==> src/circular_list_position_engine_defines.svh <==
// assertion macros for the list engine
`ifndef CIRCULAR_LIST_POSITION_ENGINE_DEFINES_SVH
`define CIRCULAR_LIST_POSITION_ENGINE_DEFINES_SVH
// implication checked every clock outside reset
`define CLPE_ASSERT_IMP(lbl, ante, cons, msg) \
    lbl: assert property (@(posedge i_clk) disable iff (!i_rst_n) (ante) |-> (cons)) \
        else $error(msg);
// next-cycle implication outside reset
`define CLPE_ASSERT_NEXT(lbl, ante, cons, msg) \
    lbl: assert property (@(posedge i_clk) disable iff (!i_rst_n) (ante) |=> (cons)) \
        else $error(msg);
`endif

==> src/clpe_pkg.sv <==
package clpe_pkg;
    typedef enum logic [2:0] {
        CMD_INS_FIRST = 3'd0,
        CMD_INS_LAST  = 3'd1,
        CMD_INS_POS   = 3'd2,
        CMD_DEL_FIRST = 3'd3,
        CMD_DEL_LAST  = 3'd4,
        CMD_DEL_POS   = 3'd5
    } t_cmd;

    localparam logic [1:0] ST_DONE   = 2'd0;
    localparam logic [1:0] ST_BADPOS = 2'd1;
    localparam logic [1:0] ST_FULL   = 2'd2;
    localparam logic [1:0] ST_EMPTY  = 2'd3;

    typedef struct packed {
        logic [2:0]         cmd;
        logic signed [31:0] value;
        logic [4:0]         position;
    } t_in_item;

    typedef struct packed {
        logic [1:0]         status;
        logic [4:0]         entry_count;
        logic signed [31:0] removed_value;
    } t_out_item;
endpackage

==> src/clpe_slot_mem.sv <==
module clpe_slot_mem #(
    parameter int AW = 4,
    parameter int DW = 4
) (
    input  logic          i_clk,
    input  logic          i_we,
    input  logic [AW-1:0] i_waddr,
    input  logic [DW-1:0] i_wdata,
    input  logic [AW-1:0] i_raddr,
    output logic [DW-1:0] o_rdata
);
    logic [DW-1:0] mem [2**AW];

    // one write port, one registered read port
    always_ff @(posedge i_clk) begin
        if (i_we) begin
            mem[i_waddr] <= i_wdata;
        end
        o_rdata <= mem[i_raddr];
    end
endmodule

==> src/circular_list_position_engine.sv <==
// refused commands go straight from the check to the result; an insert at the front links without a walk;
//   other commands walk the links from the head, one link read per step, before linking
// throughput: one item at a time; the next is accepted only after the result has been taken
// each walk step issues a registered read of the link memory and waits for its data
// reset: synchronous active low; list empty, slot memories hold no defined contents
module circular_list_position_engine #(
    parameter int CAPACITY = 16
) (
    input  logic                i_clk,
    input  logic                i_rst_n,
    input  logic                i_valid,
    output logic                o_stall,
    input  clpe_pkg::t_in_item  i_item,
    output logic                o_valid,
    input  logic                i_stall,
    output clpe_pkg::t_out_item o_item
);
    import clpe_pkg::*;
    `include "circular_list_position_engine_defines.svh"

    localparam int SW = (CAPACITY > 1) ? $clog2(CAPACITY) : 1;
    localparam int CW = $clog2(CAPACITY + 1);
    // position width covers both the 5-bit input field and count + 1
    localparam int PW = (CW + 1 > 6) ? CW + 1 : 6;

    typedef enum logic [3:0] {
        S_IDLE, S_CHECK, S_WALK, S_WAIT, S_RD_NB, S_RD_NB2,
        S_LINK, S_LINK2, S_OUT
    } t_state;

    t_state          r_state;
    logic [2:0]      r_cmd;
    logic [31:0]     r_val;
    logic [PW-1:0]   r_pos;
    logic [PW-1:0]   r_steps;
    logic [SW-1:0]   r_cur;
    logic [SW-1:0]   r_new;
    logic [SW-1:0]   r_pr;
    logic [SW-1:0]   r_nx;
    logic [CAPACITY-1:0] r_used;
    logic [SW-1:0]   r_head;
    logic [SW-1:0]   r_tail;
    logic [CW-1:0]   r_count;
    logic            r_ins;
    logic            r_ovalid;
    t_out_item       r_out;

    // memory ports
    logic            nx_we, pv_we, vl_we;
    logic [SW-1:0]   nx_wa, pv_wa, nx_ra, pv_ra, vl_ra;
    logic [SW-1:0]   nx_wd, pv_wd, nx_rd, pv_rd;
    logic [31:0]     vl_rd;

    clpe_slot_mem #(.AW(SW), .DW(SW)) u_next (
        .i_clk(i_clk), .i_we(nx_we), .i_waddr(nx_wa), .i_wdata(nx_wd),
        .i_raddr(nx_ra), .o_rdata(nx_rd));
    clpe_slot_mem #(.AW(SW), .DW(SW)) u_prev (
        .i_clk(i_clk), .i_we(pv_we), .i_waddr(pv_wa), .i_wdata(pv_wd),
        .i_raddr(pv_ra), .o_rdata(pv_rd));
    clpe_slot_mem #(.AW(SW), .DW(32)) u_value (
        .i_clk(i_clk), .i_we(vl_we), .i_waddr(r_new), .i_wdata(r_val),
        .i_raddr(vl_ra), .o_rdata(vl_rd));

    // lowest free slot
    logic [SW-1:0] free_slot;
    always_comb begin
        free_slot = '0;
        for (int i = CAPACITY - 1; i >= 0; i--) begin
            if (!r_used[i]) begin
                free_slot = SW'(i);
            end
        end
    end

    // walk reads the link of the current slot
    logic [PW-1:0] cnt_x;
    assign cnt_x = PW'(r_count);
    assign nx_ra = r_cur;
    assign pv_ra = r_cur;
    assign vl_ra = r_cur;

    // link writes happen in link states
    always_comb begin
        nx_we = 1'b0; nx_wa = r_new; nx_wd = r_nx;
        pv_we = 1'b0; pv_wa = r_new; pv_wd = r_pr;
        vl_we = 1'b0;
        unique case (r_state)
            S_LINK: begin
                if (r_ins) begin
                    nx_we = 1'b1; pv_we = 1'b1; vl_we = 1'b1;
                end else begin
                    nx_we = 1'b1; nx_wa = r_pr; nx_wd = r_nx;
                    pv_we = 1'b1; pv_wa = r_nx; pv_wd = r_pr;
                end
            end
            S_LINK2: begin
                nx_we = 1'b1; nx_wa = r_pr; nx_wd = r_new;
                pv_we = 1'b1; pv_wa = r_nx; pv_wd = r_new;
            end
            default: ;
        endcase
    end

    assign o_stall = (r_state != S_IDLE) || r_ovalid;
    assign o_valid = r_ovalid;
    assign o_item  = r_out;

    // control sequencer
    always_ff @(posedge i_clk) begin
        if (!i_rst_n) begin
            r_state  <= S_IDLE;
            r_used   <= '0;
            r_head   <= '0;
            r_tail   <= '0;
            r_count  <= '0;
            r_ovalid <= 1'b0;
        end else begin
            if (r_ovalid && !i_stall) begin
                r_ovalid <= 1'b0;
            end
            unique case (r_state)
                S_IDLE: begin
                    if (i_valid && !o_stall) begin
                        r_cmd   <= i_item.cmd;
                        r_val   <= i_item.value;
                        r_state <= S_CHECK;
                        unique case (i_item.cmd)
                            CMD_INS_FIRST, CMD_DEL_FIRST: r_pos <= PW'(1);
                            CMD_INS_LAST: r_pos <= cnt_x + 1'b1;
                            CMD_DEL_LAST: r_pos <= cnt_x;
                            default: r_pos <= PW'(i_item.position);
                        endcase
                    end
                end
                S_CHECK: begin
                    r_out.status        <= ST_DONE;
                    r_out.entry_count   <= 5'(r_count);
                    r_out.removed_value <= '0;
                    r_new <= free_slot;
                    r_cur <= r_head;
                    r_state <= S_OUT;
                    if (r_cmd == CMD_INS_FIRST || r_cmd == CMD_INS_LAST
                        || r_cmd == CMD_INS_POS) begin
                        r_ins <= 1'b1;
                        if (cnt_x >= PW'(CAPACITY)) begin
                            r_out.status <= ST_FULL;
                        end else if (r_pos == '0 || r_pos > cnt_x + 1'b1) begin
                            r_out.status <= ST_BADPOS;
                        end else if (r_count == '0) begin
                            r_pr <= free_slot; r_nx <= free_slot;
                            r_head <= free_slot; r_tail <= free_slot;
                            r_state <= S_LINK;
                        end else if (r_pos == PW'(1)) begin
                            r_pr <= r_tail; r_nx <= r_head;
                            r_state <= S_LINK;
                        end else begin
                            // walk to predecessor, then read its next
                            r_steps <= r_pos - PW'(2);
                            r_state <= S_WALK;
                        end
                    end else if (r_cmd == CMD_DEL_FIRST || r_cmd == CMD_DEL_LAST
                                 || r_cmd == CMD_DEL_POS) begin
                        r_ins <= 1'b0;
                        if (r_count == '0) begin
                            r_out.status <= ST_EMPTY;
                        end else if (r_pos == '0 || r_pos > cnt_x) begin
                            r_out.status <= ST_BADPOS;
                        end else begin
                            r_steps <= r_pos - PW'(1);
                            r_state <= S_WALK;
                        end
                    end
                end
                S_WALK: begin
                    // read issued for r_cur this cycle
                    r_state <= S_WAIT;
                end
                S_WAIT: begin
                    if (r_steps != '0) begin
                        r_steps <= r_steps - 1'b1;
                        r_cur   <= nx_rd;
                        r_state <= S_WALK;
                    end else if (r_ins) begin
                        r_pr <= r_cur; r_nx <= nx_rd;
                        if (r_pos == cnt_x + 1'b1) begin
                            r_tail <= r_new;
                        end
                        r_state <= S_LINK;
                    end else begin
                        r_out.removed_value <= vl_rd;
                        r_used[r_cur] <= 1'b0;
                        r_pr <= pv_rd; r_nx <= nx_rd;
                        if (r_count == CW'(1)) begin
                            r_count <= '0;
                            r_out.entry_count <= '0;
                            r_state <= S_OUT;
                        end else begin
                            if (r_cur == r_head) r_head <= nx_rd;
                            if (r_cur == r_tail) r_tail <= pv_rd;
                            r_state <= S_LINK;
                        end
                    end
                end
                S_LINK: begin
                    if (r_ins) begin
                        r_used[r_new] <= 1'b1;
                        if (r_count != '0 && r_pos == PW'(1)) begin
                            r_head <= r_new;
                        end
                        r_count <= r_count + 1'b1;
                        r_out.entry_count <= 5'(r_count + 1'b1);
                        r_state <= (r_count == '0) ? S_OUT : S_LINK2;
                    end else begin
                        r_count <= r_count - 1'b1;
                        r_out.entry_count <= 5'(r_count - 1'b1);
                        r_state <= S_OUT;
                    end
                end
                S_LINK2: begin
                    r_state <= S_OUT;
                end
                S_OUT: begin
                    r_ovalid <= 1'b1;
                    r_state  <= S_IDLE;
                end
                default: r_state <= S_IDLE;
            endcase
        end
    end

    // checks
    `CLPE_ASSERT_IMP(a_count_range, 1'b1, r_count <= CW'(CAPACITY), "count beyond capacity")
    `CLPE_ASSERT_IMP(a_used_count, r_state == S_IDLE, $countones(r_used) == int'(r_count),
        "slot map disagrees with count")
    `CLPE_ASSERT_NEXT(a_out_once, r_state == S_OUT, r_ovalid, "result not presented")
endmodule

==> config.mk <==
export PLATFORM = sky130hd
export DESIGN_NAME = circular_list_position_engine
export DESIGN_NICKNAME = d
export VERILOG_FILES = /design/src/clpe_pkg.sv /design/src/clpe_slot_mem.sv /design/src/circular_list_position_engine.sv
export VERILOG_INCLUDE_DIRS = /design/src /design/src/src
export SDC_FILE = /design/constraint.sdc
export NUM_CORES = 1
export LEC_CHECK = 0
export ABC_CLOCK_PERIOD_IN_PS = 8400
export BUFFER_PORTS_ARGS = -buffer_cell sky130_fd_sc_hd__buf_2
export CORE_MARGIN = 2
export CORE_UTILIZATION = 55
export CTS_CLUSTER_DIAMETER = 50
export DETAILED_ROUTE_END_ITERATION = 6
export PLACE_DENSITY = 0.72
export SKIP_CTS_REPAIR_TIMING = 1
export SLEW_MARGIN = 15
export SYNTH_ARGS = -nofsm -noshare
export SYNTH_HDL_FRONTEND = slang
export SYNTH_SLANG_ARGS = --single-unit
==> constraint.sdc <==
create_clock -name i_clk -period 8.4 [get_ports i_clk]
set_clock_uncertainty 0.1 [all_clocks]
set_input_delay 1.68 -clock i_clk [delete_from_list [all_inputs] [get_ports i_clk]]
set_output_delay 1.68 -clock i_clk [all_outputs]
set_load 0.005 [all_outputs]
==> results of run 1 <==
## area by class of cell
| cell class | count | area [um^2] |
|---|---|---|
| Multi-Input combinational cell | 739 | 7870 |
| Tap cell | 765 | 957.2 |
| Clock inverter | 40 | 435.4 |
| Timing Repair Buffer | 117 | 743.2 |
| Clock buffer | 109 | 2215 |
| Sequential cell | 817 | 23790 |
| Inverter | 22 | 82.58 |
| Fill cell | 3867 | 21490 |
## sequential cells by signal (all words and copies together), names as in the netlist, 5 cells and up
register         cells
u_value.mem        512
u_next.mem          64
u_prev.mem          64
o_item              39
r_val               32
u_value.o_rdata     32
r_used              16
r_pos                6
r_steps              6
r_count              5
## routing by layer
metal | up-vias | wire, um
met1 | 8375 | 28080
met5 | - | 13
met4 | 2 | 1386
li1 | 6995 | -
met2 | 663 | 32430
met3 | 99 | 4833
## worst paths after layout
kind | endpoint | slack, ns | cells past startpoint
setup reg to reg | r_pr[2] | 4.61 | 11
hold / removal | r_head[0] | 0.41 | 2
hold reg to reg | r_head[0] | 0.41 | 2
setup / recovery | r_pos[0] | 4.19 | 4
## worst max-delay path: stages
cell and delay, ns:
buf_2 0.49, inv_1 0.41, nor4_2 1.02, buf_4 0.62
## where the power goes
part	total, mW	leakage, nW	internal, mW	switching, mW
registers	4.54	7.32	4.47	0.0635
clock network	3.55	1.29	2.06	1.50
logic	0.285	3.18	0.127	0.158
## logic make-up (layout without fill, tap and decap cells)
group / after synthesis / in the layout
AOI/OAI and AO/OA: 156 / 156
xor gates and xnor gates: 24 / 24
adders and majority gates: 20 / 20
buffers and inverters: 105 / 288
DFF: 817 / 817
muxes: 205 / 205
and+or+nand+nor: 334 / 334
## cell usage in the layout (no fill, tap or decap), drive strengths merged, types with 20 or more instances in the layout
| master | netlist | final |
|---|---|---|
| a21oi | 34 | 34 |
| and3 | 37 | 37 |
| buf | 25 | 117 |
| clkbuf | 58 | 109 |
| clkinv | 0 | 27 |
| dfxtp | 74 | 74 |
| edfxtp | 743 | 743 |
| ha | 20 | 20 |
| inv | 22 | 25 |
| mux4 | 200 | 200 |
| nand2 | 94 | 94 |
| nand3 | 26 | 26 |
| nor2 | 92 | 92 |
| o21ai | 44 | 44 |
==> metrics.yaml, run 1 <==
synth_top_cell_area_share: 0.6979
clk_latency_ns: 0.63
grt_overflow: 0
drive_gt1_frac: 0.2652
busiest_layer: "met2"
cts_root_buffer: "clkbuf_16"
finalSetupViolCount: 0
dpl_cell_area_um2: 33430
via_per_inst: 6.184
hold_violations: 0
pre_cts_ws_ns: 3.596
r2r-start: "r_count[0]"
seq_area_frac_synth: 0.7442
postLayoutCoreUtil: 0.6268
async_reset_ff_frac: 0
min_period_ns: 4.206
rsz0062_at_grt: "false"
yosys-mux-area-fraction: 0.1425
path_clk_slew_ns: 0.06
routed_wl_um: 66750
vias: 16130
p_per_area_nw_per_um2: 232.0
dp_hpwl_um: 38260
setup_slack_ns: 4.194
area_growth_pct: 12.91
cts_sinks: 817
remaining_drc_errors: 0
die_w_um: 245.1
grtUsageMet2: 0.3583
antenna_left: 0
hold_path_class: "register to register"
p_leak_nw: 11.78
drtPass1Iterations: 5
path_class: "input port to register"
fin_area_um2: 36100
start_util: 0.5552
first_global_vias: 16400
antenna_found_initial: 1
cp.required_ns: 8.54
crit_path_end_kind: "register"
ys_ff_latch: 817
dieArea_um2: 60070
hold_ws_ns: 0.4117
fin_crit_sh: 0.5007
tns_ns: 0
synth_cells: 1661
drt_iter0_drc: 1602
synth_edf_count: 743
tightest_slew_ns: 1.174
finalPower_mw: 8.376
status: "completed"
core-area_um2: 57590
synth-compound-area-share: 0.03413
synth_top_family_by_area: "multiplexers"
synth.avg_cell_area_um2: 19.25
crit_path_start_kind: "input port"
synth-xor-area-share: 0.006810
max_freq_mhz: 237.8
synth_top_cell_by_area: "edfxtp_1"
cp_max_fo: 37
place_congestion: 0.8581
irDropWorstVdd_mv: 0.1574
synthSimpleGateAreaFrac: 0.05111
synth_ff_type: "edfxtp_1"
die_y_um: 245.1
netlist_area_um2: 31970
finalMaxSlewViolations: 0
pin_count: 85
yosys-top-cells-count: "743 x edfxtp_1, 200 x mux4_2, 93 x nand2_1, 90 x nor2_1, 74 x dfxtp_1"
syn_nets: 1725
htreeDepth: 3
wl_per_cell_um: 25.59
grt_pass1_wl_um: 101200
grt_max_degree: 102
drv_cap: 0
worstHoldStart: "r_head[0]"
synth_area_leaders: "edfxtp_1 70%, mux4_2 14%, dfxtp_1 4.6%, nand2_1 1.1%, nor2_1 1.1%"
num_rows: 88
met1_usage: 0.3268
yosys_warnings: 0
critPathArrivalTime_ns: 4.34
synthAdderAreaFrac: 0.007827
synth.most_common_cell: "edfxtp_1"
num_antenna_cells: 0
track_usage: 0.2274
grt_util_met3: 0.04220
nets: 1841
slew_headroom: 0.2131
cts_tree: "built"
port_buffers: 84
cts_made_buffers: 80
cts_max_path_buffers: 3
startpoint: "i_rst_n"
finalNonFillerCells: 2609
dp.cells: 2459
synthDistinctLibCells: 62
No activity file was read; power rests on OpenSTA's default activity.
==> inputs of run 2 (changes only) <==
- ABC_CLOCK_PERIOD_IN_PS: 8400 -> 3480
- PLACE_DENSITY: 0.72 -> 0.74
- clock period: 8.4 -> 3.48 ns (I/O delays scaled with it)
==> run 2 against run 1 <==
Global-route usage is 1.5 points higher. Critical path type is now register to register. Critical endpoint is now r_steps[3]. Hold slack worse by 0.29 ns. Largest power group unchanged. Sequential power is 140% higher. Critical path depth increased by 7.
==> metrics.yaml, run 2 (synthesis results as in run 1) <==
status: "completed"
crit_path_start_kind: "register"
antenna_found_initial: 0  # -1
r2r_setup_slack_ns: 0.27  # -4.34 ns
worstHoldStart: "i_item[24]"
via_per_inst: 6.331  # +2.4%
cp.required_ns: 3.73  # -4.81 ns
drtPass1Iterations: 7  # +2
critPathMaxStageDelay_ns: 0.49  # -0.53 ns
hold_ws_ns: 0.1230  # -0.2887 ns
final_cell_mix: "743 x edfxtp_1, 200 x mux4_2, 93 x nand2_1"
rsz0062_at_grt: "false"
cts_max_path_buffers: 3  # unchanged
die_w_um: 245.1  # unchanged
r2r-start: "r_count[0]"
htreeDepth: 3  # unchanged
tightest_slew_ns: 0.8625  # -0.3114 ns
critPathArrivalTime_ns: 3.46  # -0.88 ns
area_growth_pct: 15.24
seq_area_um2: 23790  # unchanged
place_congestion: 0.9169  # +6.9%
drt_iter0_drc: 1925  # +20%
slew_headroom: 0.4250  # +0.2119
cts_made_buffers: 87  # +8.8%
max_freq_mhz: 311.2
fin_crit_sh: 0.9232
grt_max_degree: 111  # +8.8%
drive_gt1_frac: 0.2797  # +0.01452
fill_cells: 3728  # -3.6%
largestRegisters: "u_value.mem: 512 flops, u_next.mem: 64 flops, u_prev.mem: 64 flops"
cp_slowest_cell: "dfxtp_1"
pre_cts_ws_ns: 0.2735  # -3.322 ns
p_per_area_nw_per_um2: 574.3  # +150%
dp_hpwl_um: 38970  # +1.9%
clk_latency_ns: 0.66  # +0.03 ns
cts_tree: "built"
track_usage: 0.2428  # +0.01543
postLayoutCoreUtil: 0.6398  # +0.01295
grt_overflow: 0  # unchanged
path_class: "register to register"
nets: 1868  # +1.5%
start_util: 0.5552  # unchanged
path_clk_slew_ns: 0.06  # about the same
first_global_vias: 17090  # +4.3%
grt_pass1_wl_um: 107300  # +6.0%
pin_count: 85  # unchanged
crit_path_end_kind: "register"
min_period_ns: 3.213
wl_per_cell_um: 27.03  # +5.6%
cp_max_fo: 8  # -78%
tns_ns: 0  # unchanged
crit_chain: "ha_1, xnor2_1, ha_1, nor2b_1, a221oi_1, nor3_1, nor3_2, a21oi_2, or3_1, a31oi_1, buf_4"
top_register: "u_value.mem"
remaining_drc_errors: 0  # unchanged
irDropWorstVdd_mv: 0.3869  # +150%
p_leak_nw: 12.08  # +2.5%
hold_violations: 0  # unchanged
startpoint: "r_count[0]"
cts_root_buffer: "clkbuf_16"
vias: 16730  # +3.7%
hold_path_class: "input port to register"
cts_sinks: 817  # unchanged
finalMaxSlewViolations: 0  # unchanged
drv_cap: 0  # unchanged
worst_path_most_repeated_cell: "ha_1"
r2r_end: "r_steps[3]"
largest_reg_flops: 512  # unchanged
worstSetupEndpoint: "r_steps[3]"
num_rows: 88  # unchanged
finalSetupViolCount: 0  # unchanged
multi_input_area_um2: 7906  # +0.46%
port_buffers: 84  # unchanged
die_y_um: 245.1  # unchanged
setup_slack_ns: 0.2671  # -3.927 ns
routed_wl_um: 71410  # +7.0%
dieArea_um2: 60070  # unchanged
antenna_left: 0  # unchanged
num_antenna_cells: 0  # unchanged
core-area_um2: 57590  # unchanged
worstRegToRegCells: 11  # unchanged
final_common_cell: "edfxtp_1"
[run 2: changes by cell type in the layout (fill, tap and decap cells not counted), sizes merged]
cell,previous run,this run
clkinvlp,4,3
bufinv,6,10
clkinv,27,32
buf,117,137
inv,25,31
clkbuf,109,108
[run 2: worst min path at each step]
stage,endpoint,slack (ns),cells past startpoint
after floorplan,r_head[2],0.37,2
after global placement,r_head[0],0.42,2
after detailed placement,r_head[2],0.41,2
after CTS,r_val[23],0.09,1
after global routing,r_val[22],0.10,1
final,r_val[19],0.12,1
[run 2: metrics by stage]
step | power, mW | instances | area, um^2
after global routing | 21.71 | 2642 | 36840
final | 21.16 | 2642 | 36840
after detailed placement | 11.84 | 2480 | 33840
after CTS | 21.29 | 2642 | 36840
after floorplan | 11.54 | 1661 | 32000
after global placement | 11.82 | 2480 | 33840
[run 2: per-layer routing]
layer	GRT usage	wire, um
met1	0.3412	28930
met2	0.3956	35470
met3	0.04089	5166
met4	0.07335	1846
met5	0	0
[run 2: area by class of cell]
cell class	count	share of cell area
timing repair buffer	137	0.03002
tap	765	0.02598
multi-input combinational	739	0.2146
clock inverter	54	0.01847
clock buffer	108	0.06286
sequential	817	0.6458
inverter	22	0.002241
[run 2: critical path, delay by kind of cell, from the launching register on]
kind,cells,cell delay [ns]
buffers and inverters,1,0.17
AO/OA/AOI/OAI,3,0.61
AND/OR/NAND/NOR,4,0.82
adder cells (fa/ha/maj),2,0.58
flip-flops,1,0.49
XOR/XNOR,1,0.15
[run 2: power breakdown]
group | internal (mW) | switching (mW) | leakage [nW]
combinational | 0.307 | 0.398 | 3.32
clock | 5.57 | 3.96 | 1.45
sequential | 10.8 | 0.134 | 7.32
total | 16.7 | 4.49 | 12.1
==> inputs of run 3 (changes only) <==
- CORE_UTILIZATION: 55 -> 35
- PLACE_DENSITY: 0.74 -> default
==> run 3 against run 2 <==
Critical path depth is 2 higher. First-iteration DRC count is 25% lower. Global-route usage is 8.6 points lower. Sequential share of layout area is 1.1 points lower. Flip-flop and latch count stayed put. Combinational power is 1% higher. Largest cell class unchanged. Largest power group unchanged.
==> metrics.yaml, run 3 (synthesis results as in run 1) <==
vias: 16340  # -2.3%
path_class: "register to register"
max_freq_mhz: 306.3  # -1.6%
dp_hpwl_um: 40730  # +4.5%
crit_path_start_kind: "register"
num_antenna_cells: 0  # unchanged
path_clk_slew_ns: 0.06  # about the same
tightest_slew_ns: 0.8375  # -0.02500 ns
num_rows: 110  # +25%
drt_iter0_drc: 1446  # -25%
fin_crit_sh: 0.9381  # +0.01481
core-area_um2: 90290  # +57%
critPathArrivalTime_ns: 3.51  # +0.05 ns
drive_gt1_frac: 0.2867  # +0.006993
antenna_left: 0  # unchanged
crit_path_end_kind: "register"
busiest_layer: "met2"
via_per_inst: 5.323  # -16%
slew_headroom: 0.4358  # +0.01077
drtPass1Iterations: 6  # -1
cts_made_buffers: 93  # +6.9%
finalMaxSlewViolations: 0  # unchanged
top_register: "u_value.mem"
cp.required_ns: 3.73  # about the same
met1_usage: 0.2099  # -0.1313
start_util: 0.3541  # -0.2011
routed_wl_um: 73110  # +2.4%
grt_max_degree: 60  # -46%
cts_sinks: 817  # unchanged
wl_per_cell_um: 23.82  # -12%
cts_root_buffer: "clkbuf_16"
grt_overflow: 0  # unchanged
largest_reg_flops: 512  # unchanged
htreeDepth: 3  # unchanged
rsz0062_at_grt: "false"
cts_max_path_buffers: 3  # unchanged
track_usage: 0.1563  # -0.08648
grt_util_met3: 0.02343  # -0.01746
min_period_ns: 3.264  # +0.05154 ns
largestRegisters: "u_value.mem: 512 flops, u_next.mem: 64 flops, u_prev.mem: 64 flops"
drv_cap: 0  # unchanged
seq_area_um2: 23800  # about the same
clk_latency_ns: 0.66  # about the same
tns_ns: 0  # unchanged
first_global_vias: 17090  # -0.023%
cts_tree: "built"
hold_path_class: "input port to register"
area_growth_pct: 17.31
irDropWorstVdd_mv: 0.4076  # +5.3%
place_congestion: 0.8925  # -2.7%
cp_max_fo: 11  # +3
fill_cells: 7847  # +110%
die_y_um: 306.2  # +25%
final_cell_mix: "743 x edfxtp_1, 200 x mux4_2, 96 x clkbuf_16"
hold_violations: 0  # unchanged
grtUsageMet2: 0.2625  # -0.1331
final_common_cell: "edfxtp_1"
dieArea_um2: 93770  # +56%
hold_ws_ns: 0.1134  # -0.009606 ns
grt_pass1_wl_um: 109500  # +2.1%
status: "completed"
nets: 1879  # +0.59%
multi_input_area_um2: 7904  # about the same
antenna_found_initial: 2  # +2
finalSetupViolCount: 0  # unchanged
p_per_area_nw_per_um2: 567.9  # -1.1%
p_leak_nw: 12.16  # +0.63%
remaining_drc_errors: 0  # unchanged
die_w_um: 306.2  # +25%
port_buffers: 84  # unchanged
pin_count: 85  # unchanged
==> run 3: cell count changes in the layout (fill, tap and decap cells not counted), moves of 3 or more <==
| cell | before | now |
|---|---|---|
| clkinvlp_4 | 3 | 7 |
| inv_6 | 4 | 7 |
| clkinv_1 | 13 | 10 |
| clkinv_2 | 7 | 10 |
| bufinv_16 | 10 | 4 |
| buf_4 | 30 | 36 |
| clkbuf_16 | 87 | 96 |
==> run 3: final timing paths <==
path	from	to	slack [ns]	cells after the start
max	r_count[0]	r_pr[2]	0.22	13
min	i_item[32]	r_val[27]	0.11	1
max reg2reg	r_count[0]	r_pr[2]	0.22	13
min reg2reg	r_head[1]	r_head[1]	0.42	2
==> run 3: critical path: stages, from the launching register on <==
cell,delay (ns)
dfxtp_2,0.44
ha_1,0.29
nand3_1,0.12
xnor2_1,0.19
ha_1,0.32
nand3_1,0.07
nor2_1,0.26
nor2_1,0.10
nor3_2,0.22
a21oi_2,0.09
buf_4,0.17
nand4b_1,0.18
a21oi_1,0.19
buf_4,0.19
==> run 3: final cells by class <==
| cell class | instances | share of cell area |
|---|---|---|
| clock inverter | 53 | 0.01445 |
| sequential | 817 | 0.6345 |
| multi-input combinational | 739 | 0.2108 |
| timing repair buffer | 142 | 0.03016 |
| inverter | 22 | 0.002202 |
| clock buffer | 121 | 0.06870 |
| tap | 1176 | 0.03924 |
==> run 3: layer usage <==
| layer | vias up | share of wire |
|---|---|---|
| met5 | - | 0 |
| met4 | 0 | 0.024 |
| met3 | 117 | 0.056 |
| met2 | 548 | 0.49 |
| met1 | 8596 | 0.43 |
| li1 | 7082 | - |
==> run 3: where the power goes <==
part	internal (mW)	switching, mW	leakage [nW]
clock network	5.62	4.03	1.50
logic	0.312	0.401	3.34
registers	10.8	0.133	7.32
==> run 3: metrics by stage <==
stage	instances	worst slack [ns]	util	power (mW)	instance area, um^2
3_3_place_gp	2896	0.2580	0.3808	11.84	34380
6_report	3070	0.2156	0.4154	21.30	37500
3_5_place_dp	2896	0.1788	0.3808	11.86	34380
5_1_grt	3070	0.05799	0.4154	21.96	37500
4_1_cts	3070	0.1448	0.4154	21.50	37500
2_1_floorplan	1661	0.1834	-	11.54	32000
